## src/hdl/plist_pkg.sv

```systemverilog
package plist_pkg;

    localparam int CAPACITY = 16;
    localparam int DATA_W   = 32;
    localparam int FUNC_W   = 3;
    localparam int POS_W    = 5;
    localparam int STAT_W   = 2;
    localparam int COUNT_W  = 5;
    localparam int IDX_W    = (CAPACITY > 1) ? $clog2(CAPACITY) : 1;
    localparam int CNT_W    = $clog2(CAPACITY + 1);
    localparam int CMP_W    = ((CNT_W > POS_W) ? CNT_W : POS_W) + 1;

    typedef enum logic [FUNC_W-1:0] {
        F_INS_AT    = 3'd0,
        F_DEL_AT    = 3'd1,
        F_INS_FRONT = 3'd2,
        F_INS_BACK  = 3'd3,
        F_DEL_FRONT = 3'd4,
        F_DEL_BACK  = 3'd5,
        F_READOUT   = 3'd6
    } t_func;

    typedef enum logic [STAT_W-1:0] {
        ST_OK     = 2'd0,
        ST_BADPOS = 2'd1,
        ST_EMPTY  = 2'd2,
        ST_FULL   = 2'd3
    } t_status;

    typedef enum logic [1:0] {
        C_HOLD,
        C_INSERT,
        C_DELETE,
        C_ROTATE
    } t_cell_op;

    typedef struct packed {
        t_cell_op                  op;
        logic [IDX_W-1:0]          idx;
        logic [IDX_W-1:0]          last;
        logic signed [DATA_W-1:0]  value;
    } t_cell_ctrl;

    typedef struct packed {
        t_status                   status;
        logic [COUNT_W-1:0]        element_count;
        logic                      has_value;
        logic signed [DATA_W-1:0]  element_value;
        logic                      last_of_run;
    } t_rsp;

    typedef enum logic {
        S_IDLE,
        S_READ
    } t_state;

endpackage

```

## src/hdl/plist_if.sv

```systemverilog
interface plist_cmd_if;
    logic                                   valid;
    logic                                   ready;
    logic [plist_pkg::FUNC_W-1:0]           func;
    logic signed [plist_pkg::DATA_W-1:0]    value;
    logic [plist_pkg::POS_W-1:0]            position;

    modport source (output valid, func, value, position, input ready);
    modport sink (input valid, func, value, position, output ready);
endinterface

interface plist_rsp_if;
    logic                                   valid;
    logic                                   ready;
    logic [plist_pkg::STAT_W-1:0]           status;
    logic [plist_pkg::COUNT_W-1:0]          element_count;
    logic                                   has_value;
    logic signed [plist_pkg::DATA_W-1:0]    element_value;
    logic                                   last_of_run;

    modport source (output valid, status, element_count, has_value, element_value,
                    last_of_run, input ready);
    modport sink (input valid, status, element_count, has_value, element_value,
                  last_of_run, output ready);
endinterface

```

## src/hdl/plist_cell.sv

```systemverilog
module plist_cell (
    input  logic                                 i_clk,
    input  plist_pkg::t_cell_ctrl                i_ctrl,
    input  logic [plist_pkg::IDX_W-1:0]          i_index,
    input  logic signed [plist_pkg::DATA_W-1:0]  i_left,
    input  logic signed [plist_pkg::DATA_W-1:0]  i_right,
    input  logic signed [plist_pkg::DATA_W-1:0]  i_head,
    output logic signed [plist_pkg::DATA_W-1:0]  o_data
);

    logic signed [plist_pkg::DATA_W-1:0] r_data;
    logic signed [plist_pkg::DATA_W-1:0] n_data;

    always_comb begin
        n_data = r_data;
        unique case (i_ctrl.op)
            plist_pkg::C_INSERT: begin
                if (i_index > i_ctrl.idx) begin
                    n_data = i_left;
                end else if (i_index == i_ctrl.idx) begin
                    n_data = i_ctrl.value;
                end
            end
            plist_pkg::C_DELETE: begin
                if (i_index >= i_ctrl.idx) begin
                    n_data = i_right;
                end
            end
            plist_pkg::C_ROTATE: begin
                // the cell at the tail takes the head back so the list closes into a ring
                if (i_index == i_ctrl.last) begin
                    n_data = i_head;
                end else begin
                    n_data = i_right;
                end
            end
            default: n_data = r_data;
        endcase
    end

    always_ff @(posedge i_clk) begin
        r_data <= n_data;
    end

    assign o_data = r_data;

endmodule

```

## src/hdl/plist_chain.sv

```systemverilog
module plist_chain (
    input  logic                                 i_clk,
    input  plist_pkg::t_cell_ctrl                i_ctrl,
    output logic signed [plist_pkg::DATA_W-1:0]  o_head
);

    logic signed [plist_pkg::DATA_W-1:0] w_data [plist_pkg::CAPACITY];

    for (genvar g = 0; g < plist_pkg::CAPACITY; g++) begin : g_cell
        logic signed [plist_pkg::DATA_W-1:0] w_left;
        logic signed [plist_pkg::DATA_W-1:0] w_right;

        if (g == 0) begin : g_first
            assign w_left = i_ctrl.value;
        end else begin : g_mid_l
            assign w_left = w_data[g-1];
        end

        if (g == plist_pkg::CAPACITY - 1) begin : g_tail
            assign w_right = w_data[g];
        end else begin : g_mid_r
            assign w_right = w_data[g+1];
        end

        plist_cell u_cell (
            .i_clk   (i_clk),
            .i_ctrl  (i_ctrl),
            .i_index (plist_pkg::IDX_W'(g)),
            .i_left  (w_left),
            .i_right (w_right),
            .i_head  (w_data[0]),
            .o_data  (w_data[g])
        );
    end

    assign o_head = w_data[0];

endmodule

```

## src/hdl/positional_list_insert_delete_core.sv

```systemverilog
// channel  | dir | handshake     | payload
// i_cmd    | in  | valid / ready | func, value, position
// o_rsp    | out | valid / ready | status, element_count, has_value, element_value,
//          |     |               | last_of_run
//
// insert and delete shift the cells from the target cell onward: one transaction per cycle
// while the output is not stalled, one response each, held in an output register so the next
// command can enter while the response is taken.
// readout rotates the chain one cell per cycle and streams the head until every held
// element is sent, during which no command is taken; an output stall freezes the rotation.
// reset (synchronous, active low) clears the count and the control state only.
module positional_list_insert_delete_core (
    input  logic         i_clk,
    input  logic         i_rst_n,
    plist_cmd_if.sink    i_cmd,
    plist_rsp_if.source  o_rsp
);

    plist_pkg::t_state                  r_state;
    plist_pkg::t_state                  n_state;
    logic [plist_pkg::CNT_W-1:0]        r_count;
    logic [plist_pkg::CNT_W-1:0]        n_count;
    logic [plist_pkg::CNT_W-1:0]        r_rd_cnt;
    logic [plist_pkg::CNT_W-1:0]        n_rd_cnt;
    plist_pkg::t_rsp                    r_rsp;
    plist_pkg::t_rsp                    n_rsp;
    logic                               r_rsp_valid;
    logic                               n_rsp_valid;

    plist_pkg::t_cell_ctrl              w_ctrl;
    logic signed [plist_pkg::DATA_W-1:0] w_head;
    logic                               w_slot_free;
    logic                               w_accept;
    logic                               w_start_read;
    logic                               w_read_last;
    logic                               w_emit;
    logic                               w_full;
    logic                               w_empty;
    logic [plist_pkg::CMP_W-1:0]        w_pos;
    logic [plist_pkg::CMP_W-1:0]        w_cnt;

    assign w_slot_free = !r_rsp_valid || o_rsp.ready;
    assign w_accept    = i_cmd.valid && i_cmd.ready;
    assign w_full      = (r_count == plist_pkg::CNT_W'(plist_pkg::CAPACITY));
    assign w_empty     = (r_count == '0);
    assign w_pos       = plist_pkg::CMP_W'(i_cmd.position);
    assign w_cnt       = plist_pkg::CMP_W'(r_count);
    assign w_read_last = (r_rd_cnt + plist_pkg::CNT_W'(1)) == r_count;

    plist_chain u_chain (
        .i_clk  (i_clk),
        .i_ctrl (w_ctrl),
        .o_head (w_head)
    );

    // next state
    always_comb begin
        n_state = r_state;
        unique case (r_state)
            plist_pkg::S_IDLE: begin
                if (w_start_read) begin
                    n_state = plist_pkg::S_READ;
                end
            end
            plist_pkg::S_READ: begin
                if (w_slot_free && w_read_last) begin
                    n_state = plist_pkg::S_IDLE;
                end
            end
            default: n_state = plist_pkg::S_IDLE;
        endcase
    end

    // outputs, command decode and chain control
    always_comb begin
        plist_pkg::t_status st;
        st              = plist_pkg::ST_OK;
        i_cmd.ready     = 1'b0;
        w_start_read    = 1'b0;
        w_emit          = 1'b0;
        w_ctrl.op       = plist_pkg::C_HOLD;
        w_ctrl.idx      = '0;
        w_ctrl.last     = plist_pkg::IDX_W'(r_count - plist_pkg::CNT_W'(1));
        w_ctrl.value    = i_cmd.value;
        n_count         = r_count;
        n_rd_cnt        = r_rd_cnt;
        n_rsp_valid     = r_rsp_valid && !o_rsp.ready;
        n_rsp           = r_rsp;

        unique case (r_state)
            plist_pkg::S_IDLE: begin
                i_cmd.ready = w_slot_free;
                unique case (i_cmd.func) inside
                    plist_pkg::F_INS_AT: begin
                        if (w_pos == '0 || w_pos > w_cnt + plist_pkg::CMP_W'(1)) begin
                            st = plist_pkg::ST_BADPOS;
                        end else if (w_full) begin
                            st = plist_pkg::ST_FULL;
                        end else begin
                            w_ctrl.op  = plist_pkg::C_INSERT;
                            w_ctrl.idx = plist_pkg::IDX_W'(w_pos - plist_pkg::CMP_W'(1));
                        end
                    end
                    plist_pkg::F_DEL_AT: begin
                        if (w_empty) begin
                            st = plist_pkg::ST_EMPTY;
                        end else if (w_pos == '0 || w_pos > w_cnt) begin
                            st = plist_pkg::ST_BADPOS;
                        end else begin
                            w_ctrl.op  = plist_pkg::C_DELETE;
                            w_ctrl.idx = plist_pkg::IDX_W'(w_pos - plist_pkg::CMP_W'(1));
                        end
                    end
                    plist_pkg::F_INS_FRONT, plist_pkg::F_INS_BACK: begin
                        if (w_full) begin
                            st = plist_pkg::ST_FULL;
                        end else begin
                            w_ctrl.op  = plist_pkg::C_INSERT;
                            w_ctrl.idx = (i_cmd.func == plist_pkg::F_INS_BACK) ?
                                         plist_pkg::IDX_W'(r_count) : '0;
                        end
                    end
                    plist_pkg::F_DEL_FRONT, plist_pkg::F_DEL_BACK: begin
                        if (w_empty) begin
                            st = plist_pkg::ST_EMPTY;
                        end else begin
                            w_ctrl.op  = plist_pkg::C_DELETE;
                            w_ctrl.idx = (i_cmd.func == plist_pkg::F_DEL_BACK) ?
                                plist_pkg::IDX_W'(r_count - plist_pkg::CNT_W'(1)) : '0;
                        end
                    end
                    plist_pkg::F_READOUT: begin
                        if (w_empty) begin
                            st = plist_pkg::ST_EMPTY;
                        end
                    end
                    default: st = plist_pkg::ST_OK;
                endcase

                if (!w_accept) begin
                    w_ctrl.op = plist_pkg::C_HOLD;
                end else if (i_cmd.func == plist_pkg::F_READOUT && !w_empty) begin
                    w_start_read = 1'b1;
                    n_rd_cnt     = '0;
                end else begin
                    if (w_ctrl.op == plist_pkg::C_INSERT) begin
                        n_count = r_count + plist_pkg::CNT_W'(1);
                    end else if (w_ctrl.op == plist_pkg::C_DELETE) begin
                        n_count = r_count - plist_pkg::CNT_W'(1);
                    end
                    n_rsp_valid           = 1'b1;
                    n_rsp.status          = st;
                    n_rsp.element_count   = plist_pkg::COUNT_W'(n_count);
                    n_rsp.has_value       = 1'b0;
                    n_rsp.element_value   = '0;
                    n_rsp.last_of_run     = 1'b1;
                end
            end
            plist_pkg::S_READ: begin
                if (w_slot_free) begin
                    w_emit                = 1'b1;
                    w_ctrl.op             = plist_pkg::C_ROTATE;
                    n_rd_cnt              = r_rd_cnt + plist_pkg::CNT_W'(1);
                    n_rsp_valid           = 1'b1;
                    n_rsp.status          = plist_pkg::ST_OK;
                    n_rsp.element_count   = plist_pkg::COUNT_W'(r_count);
                    n_rsp.has_value       = 1'b1;
                    n_rsp.element_value   = w_head;
                    n_rsp.last_of_run     = w_read_last;
                end
            end
            default: i_cmd.ready = 1'b0;
        endcase
    end

    always_ff @(posedge i_clk) begin
        if (!i_rst_n) begin
            r_state     <= plist_pkg::S_IDLE;
            r_count     <= '0;
            r_rd_cnt    <= '0;
            r_rsp_valid <= 1'b0;
        end else begin
            r_state     <= n_state;
            r_count     <= n_count;
            r_rd_cnt    <= n_rd_cnt;
            r_rsp_valid <= n_rsp_valid;
        end
    end

    always_ff @(posedge i_clk) begin
        r_rsp <= n_rsp;
    end

    assign o_rsp.valid         = r_rsp_valid;
    assign o_rsp.status        = r_rsp.status;
    assign o_rsp.element_count = r_rsp.element_count;
    assign o_rsp.has_value     = r_rsp.has_value;
    assign o_rsp.element_value = r_rsp.element_value;
    assign o_rsp.last_of_run   = r_rsp.last_of_run;

    a_no_cmd_in_readout: assert property (@(posedge i_clk) disable iff (!i_rst_n)
        (r_state == plist_pkg::S_READ) |-> !i_cmd.ready)
        else $error("command taken during readout");

    a_insert_counts_up: assert property (@(posedge i_clk) disable iff (!i_rst_n)
        (w_accept && w_ctrl.op == plist_pkg::C_INSERT)
        |=> (r_count == $past(r_count) + plist_pkg::CNT_W'(1)))
        else $error("insert did not raise the count");

    a_full_means_full: assert property (@(posedge i_clk) disable iff (!i_rst_n)
        (r_rsp_valid && r_rsp.status == plist_pkg::ST_FULL)
        |-> (r_count == plist_pkg::CNT_W'(plist_pkg::CAPACITY)))
        else $error("full status with room left");

    a_value_only_ok: assert property (@(posedge i_clk) disable iff (!i_rst_n)
        (r_rsp_valid && r_rsp.has_value) |-> (r_rsp.status == plist_pkg::ST_OK))
        else $error("listed element with error status");

    a_emit_in_read: assert property (@(posedge i_clk) disable iff (!i_rst_n)
        w_emit |-> (r_rd_cnt < r_count))
        else $error("readout past the held elements");

endmodule
```

## src/flat_wrapper.sv

```systemverilog
// flat-port wrapper written by rule: the top's interface ports become plain ports
module positional_list_insert_delete_core_flat 
  (i_clk, i_rst_n, i_cmd_valid, i_cmd_func, i_cmd_value, i_cmd_position, i_cmd_ready, o_rsp_valid, o_rsp_status, o_rsp_element_count, o_rsp_has_value, o_rsp_element_value, o_rsp_last_of_run, o_rsp_ready);
  plist_cmd_if i_cmd_i ();
  plist_rsp_if o_rsp_i ();
  input  logic i_clk;
  input  logic i_rst_n;
  input wire logic [$bits(i_cmd_i.valid)-1:0] i_cmd_valid;
  input wire logic [$bits(i_cmd_i.func)-1:0] i_cmd_func;
  input wire logic [$bits(i_cmd_i.value)-1:0] i_cmd_value;
  input wire logic [$bits(i_cmd_i.position)-1:0] i_cmd_position;
  output wire logic [$bits(i_cmd_i.ready)-1:0] i_cmd_ready;
  output wire logic [$bits(o_rsp_i.valid)-1:0] o_rsp_valid;
  output wire logic [$bits(o_rsp_i.status)-1:0] o_rsp_status;
  output wire logic [$bits(o_rsp_i.element_count)-1:0] o_rsp_element_count;
  output wire logic [$bits(o_rsp_i.has_value)-1:0] o_rsp_has_value;
  output wire logic [$bits(o_rsp_i.element_value)-1:0] o_rsp_element_value;
  output wire logic [$bits(o_rsp_i.last_of_run)-1:0] o_rsp_last_of_run;
  input wire logic [$bits(o_rsp_i.ready)-1:0] o_rsp_ready;
  assign i_cmd_i.valid = i_cmd_valid;
  assign i_cmd_i.func = i_cmd_func;
  assign i_cmd_i.value = i_cmd_value;
  assign i_cmd_i.position = i_cmd_position;
  assign i_cmd_ready = i_cmd_i.ready;
  assign o_rsp_valid = o_rsp_i.valid;
  assign o_rsp_status = o_rsp_i.status;
  assign o_rsp_element_count = o_rsp_i.element_count;
  assign o_rsp_has_value = o_rsp_i.has_value;
  assign o_rsp_element_value = o_rsp_i.element_value;
  assign o_rsp_last_of_run = o_rsp_i.last_of_run;
  assign o_rsp_i.ready = o_rsp_ready;
  positional_list_insert_delete_core u_core (.i_clk(i_clk), .i_rst_n(i_rst_n), .i_cmd(i_cmd_i), .o_rsp(o_rsp_i));
endmodule
```

## config.mk

```make
export PLATFORM = sky130hd
export DESIGN_NAME = positional_list_insert_delete_core_flat
export DESIGN_NICKNAME = d
export VERILOG_FILES = /design/src/hdl/plist_pkg.sv /design/src/hdl/plist_if.sv /design/src/hdl/plist_cell.sv /design/src/hdl/plist_chain.sv /design/src/hdl/positional_list_insert_delete_core.sv /design/src/flat_wrapper.sv
export SDC_FILE = /design/constraint.sdc
export NUM_CORES = 1
export LEC_CHECK = 0
export BUFFER_PORTS_ARGS = -buffer_cell sky130_fd_sc_hd__buf_2
export CORE_MARGIN = 2
export CORE_UTILIZATION = 60
export DETAILED_ROUTE_END_ITERATION = 12
export GPL_ROUTABILITY_DRIVEN = 0
export HOLD_SLACK_MARGIN = 0.03
export PLACE_DENSITY = 0.8
export SETUP_SLACK_MARGIN = 0.4
export SLEW_MARGIN = 20
export SYNTH_ARGS = -nofsm -noshare
export SYNTH_HDL_FRONTEND = slang
export SYNTH_HIERARCHICAL = 1
export SYNTH_SLANG_ARGS = --single-unit
```

## constraint.sdc

```tcl
create_clock -name i_clk -period 11.9 [get_ports i_clk]
set_clock_uncertainty 0.15 [all_clocks]
set_input_delay 0.595 -clock i_clk [delete_from_list [all_inputs] [get_ports i_clk]]
set_output_delay 0.595 -clock i_clk [all_outputs]
set_load 0.005 [all_outputs]
```

==> metrics.md <==
| Metric | Value |
|---|---|
| Status | complete, no violations |
| Iter 0 DRT Violations | 2835 |
| Reg2Reg Depth | 19 |
| Main area contributors after synthesis | edfxtp_1 42%, a22oi_2 15%, mux2i_1 13%, nand2b_1 8.1%, a21oi_1 6.9% |
| CP required | 12.22 ns |
| Core area | between 0.06 and 0.07 mm^2 |
| Hold path depth | 2 |
| Final setup viols | 0 |
| Port bufs | 86 |
| Post-layout instance count excluding filler cells | roughly 4.4k |
| Final TNS setup | 0 ns |
| Initial Util | 60.5% |
| Area leader, netlist | edfxtp_1 |
| Post-synth ARST share | 0% |
| DR vias/cell | 6.57 |
| CTS Buf Count | 61 |
| Layout cells sized above 1 | 21.4% |
| Crit start category | flip-flop |
| Rows | 94 |
| Total power | 6340 uW |
| Worst Hold Path EP | u_core/r_count[1]$_SDFFE_PN0P_ |
| Critical path arrival | 6.88 ns |
| RR Endpoint | u_core/u_chain/g_cell[7].u_cell/o_data[10]$_DFFE_PP_ |
| Fillers | 5111 |
| Hpwl dp | 61.1 mm |
| Worst skew pair latency | 0.65 ns |
| ANT nets after route | 0 |
| Slew of the pin with the lowest slew margin | 1.16 ns |
| FF/Latch Area | 0.0168 mm^2 |
| Number of global-route vias before repair | 28.1k |
| H-tree lvl count | 2 |
| Worst rel slew slack | 22.6% |
| Crit. End Element | flip-flop |
| Worst slack at placement | about 5.5 ns |
| IO Pins | 87 |
| Vias | 29.1k |
| Crit path cell chain | inv_1 > ha_1 > inv_1 > ha_1 > nor2b_1 > o21bai_1 > a31oi_1 > o21ai_0 > nand3_1 > o22ai_1 > buf_4 > inv_1 > ha_1 > nor2b_1 > o211ai_1 > a21boi_4 > buf_4 > a21oi_1 > a22oi_2 |
| Deepest clock path buffer count | 3 |
| Seq/Total Area, Yosys | 42.4% |
| First-pass GRT wire length | 166 mm |
| Clk pin slew, worst setup/hold paths | 0.06 ns |
| Num Clock Sinks | 565 |
| CP peak stage delay | ~0.74 ns |
| Fmax achieved | between 150 and 200 MHz |
| Gate Count Post-Synth | 3445 |
| Yosys reg bits | 565 |
| Reg-to-reg startpoint | u_core/r_count[0]$_SDFFE_PN0P_ |
| Detailed Route WL | ~110 mm |
| Syn_area_per_cell | 11.5 um^2 |
| Synth top cells by count | 553 x edfxtp_1, 544 x a21oi_1, 515 x mux2i_1, 514 x nand2b_1, 480 x a22oi_2 |
| Clock root buffer | clkbuf_16 |
| WL met2 | 50.1 mm |
| Fin util | 65.1% |
| Highest signal layer in the routed design | met5 |
| GR Util All Layers | 31.1% |
| Maximum vdd drop | 0.118 mV |
| Nets@finish | 3633 |
| Area of the multi-input gates | 0.0217 mm^2 |
| Warnings from Yosys | 6 |
| Synth top area share | 41.8% |
| RSZ-0062 raised after global routing | false |
| Max-slew violation count | 0 |
| Slowest CP cell | a21boi_4 |
| Number of synthesized flops with an enable pin | 553 |
| Largest net degree at the start of global routing | 208 |
| DR WL met3 | 8.18 mm |
| Initial antenna violation count | 8 |
| Avg WL per Cell | 24.2 um |
| Critical path buffers and inverters | 5 |
| CP max FO | 38 |
| Synth Cell Area | about 0.040 mm^2 |
| CTS tree | done |
| Post-CTS resize count | 0 |
| Cells after DPL | 4312 |
| CTS Hold Bufs | 0 |
| Gr ovfl total | 0 |
| Final count of hold timing violations | 0 |
| Area Overhead vs Synth | 7.68% |
| Die span in y | 261 um |
| Hold Crit Start | i_rst_n |
| Max Cap Viol | 0 |
| Die area | 0.0682 mm^2 |
| Delay-heaviest family, CP | buffers and inverters |
| Crit Path Category | flip-flop to flip-flop |
| Power Density | 148 mW/mm^2 |
| Tmin final | 6.56 ns |
| Top-count cell post-synth | edfxtp_1 |
| Die W | around 260 um |
| Drt pass-1 iters | 6 |
| Post-route setup slack | 5.34 ns |
| Ys flop type | edfxtp_1 |
| Reg2Reg Setup Slack | about 5.3 ns |
| Hold WC Path Type | input pin to flip-flop |
| Setup Buffers After CTS | 0 |
| Post-synthesis cell type count | 58 |
| Leakage | 0.0131 uW |
| Period utilisation layout | a little under three fifths |
| Metal1 wirelength | 45.7 mm |
| DRC viols | 0 |
-- area by class of cell --
cell class                      instances  share of cell area, %
Antenna cell                            3                 0.0176
Tap cell                              864                   2.53
Sequential cell                       565                   39.4
Inverter                               78                  0.685
Clock inverter                         32                  0.471
Timing Repair Buffer                  148                   2.24
Clock buffer                           78                   3.77
Multi-Input combinational cell       2657                   50.9
-- worst max path at each step --
stage / startpoint / to / slack [ns] / cells after the start
6_report: u_core/r_count[0]$_SDFFE_PN0P_ / u_core/u_chain/g_cell[7].u_cell/o_data[10]$_DFFE_PP_ / 5.34 / 19
5_1_grt: u_core/r_count[0]$_SDFFE_PN0P_ / u_core/u_chain/g_cell[6].u_cell/o_data[10]$_DFFE_PP_ / 4.92 / 19
4_1_cts: u_core/r_count[0]$_SDFFE_PN0P_ / u_core/u_chain/g_cell[4].u_cell/o_data[29]$_DFFE_PP_ / 5.44 / 18
3_5_place_dp: u_core/r_count[0]$_SDFFE_PN0P_ / u_core/u_chain/g_cell[7].u_cell/o_data[24]$_DFFE_PP_ / 5.49 / 19
3_3_place_gp: u_core/r_count[0]$_SDFFE_PN0P_ / u_core/u_chain/g_cell[6].u_cell/o_data[16]$_DFFE_PP_ / 5.59 / 19
2_1_floorplan: u_core/r_count[0]$_SDFFE_PN0P_ / u_core/u_chain/g_cell[1].u_cell/o_data[0]$_DFFE_PP_ / 6.16 / 17
-- sequential cells by signal, summed over array words and instances, names as in the netlist --
name                                 cells
u_core/o_rsp.element_value              32
u_core/o_rsp.element_count               5
u_core/o_rsp.status                      2
u_core/o_rsp.valid                       1
u_core/o_rsp.has_value                   1
u_core/u_chain/g_cell.u_cell/o_data    512
u_core/r_rd_cnt                          5
u_core/o_rsp.last_of_run                 1
u_core/r_state                           1
u_core/r_count                           5
-- power breakdown --
group | internal [uW] | switching (uW)
logic | 796 | 1050
clock network | 989 | 826
registers | 2530 | 151
-- metrics by stage --
| stage | area (um^2) | hold WS (ns) |
|---|---|---|
| after detailed placement | 40900 | 0.366 |
| after global placement | 40900 | 0.353 |
| after floorplan | 40200 | 0.294 |
| after CTS | 42700 | 0.122 |
| final | 42700 | 0.147 |
| after global routing | 42700 | 0.149 |
-- layout by cell type, fill, tap and decap left out, types with 4 or more instances in the layout --
master and instances:
a21boi_4 16, a21oi_1 544, a22oi_1 36, a22oi_2 480, a31oi_1 4, and2_1 35, buf_12 5, buf_2 86
buf_4 57, clkbuf_1 16, clkbuf_16 62, clkinv_1 19, clkinv_2 10, conb_1 128, dfxtp_1 11, edfxtp_1 553
ha_1 78, inv_1 77, maj3_2 16, mux2i_1 515, nand2_1 35, nand2b_1 514, nand3_1 27, nand4_1 17
nor2_1 21, nor2b_1 20, nor3_1 7, nor4_4 16, o211ai_1 16, o21ai_0 8, o22ai_1 4, xnor2_1 28
xor2_1 50
-- routing by layer --
metal,vias to the layer above,track usage (%)
met1,14577,43.8
met5,-,0
met4,8,9.79
met2,1194,50.1
li1,13090,-
met3,217,4.09
-- cell families after synthesis --
logic type / after synthesis / share of synthesized area, %
AOI/OAI and AO/OA: 1135 / 24.2
adders and majority gates: 94 / 2.86
buffers and inverters: 349 / 4.39
muxes: 515 / 13.0
DFF: 565 / 42.4
and+or+nand+nor: 705 / 11.3
other: 2 / 0.0189
xor gates and xnor gates: 80 / 1.76
Power figures use the tool's default switching activity.
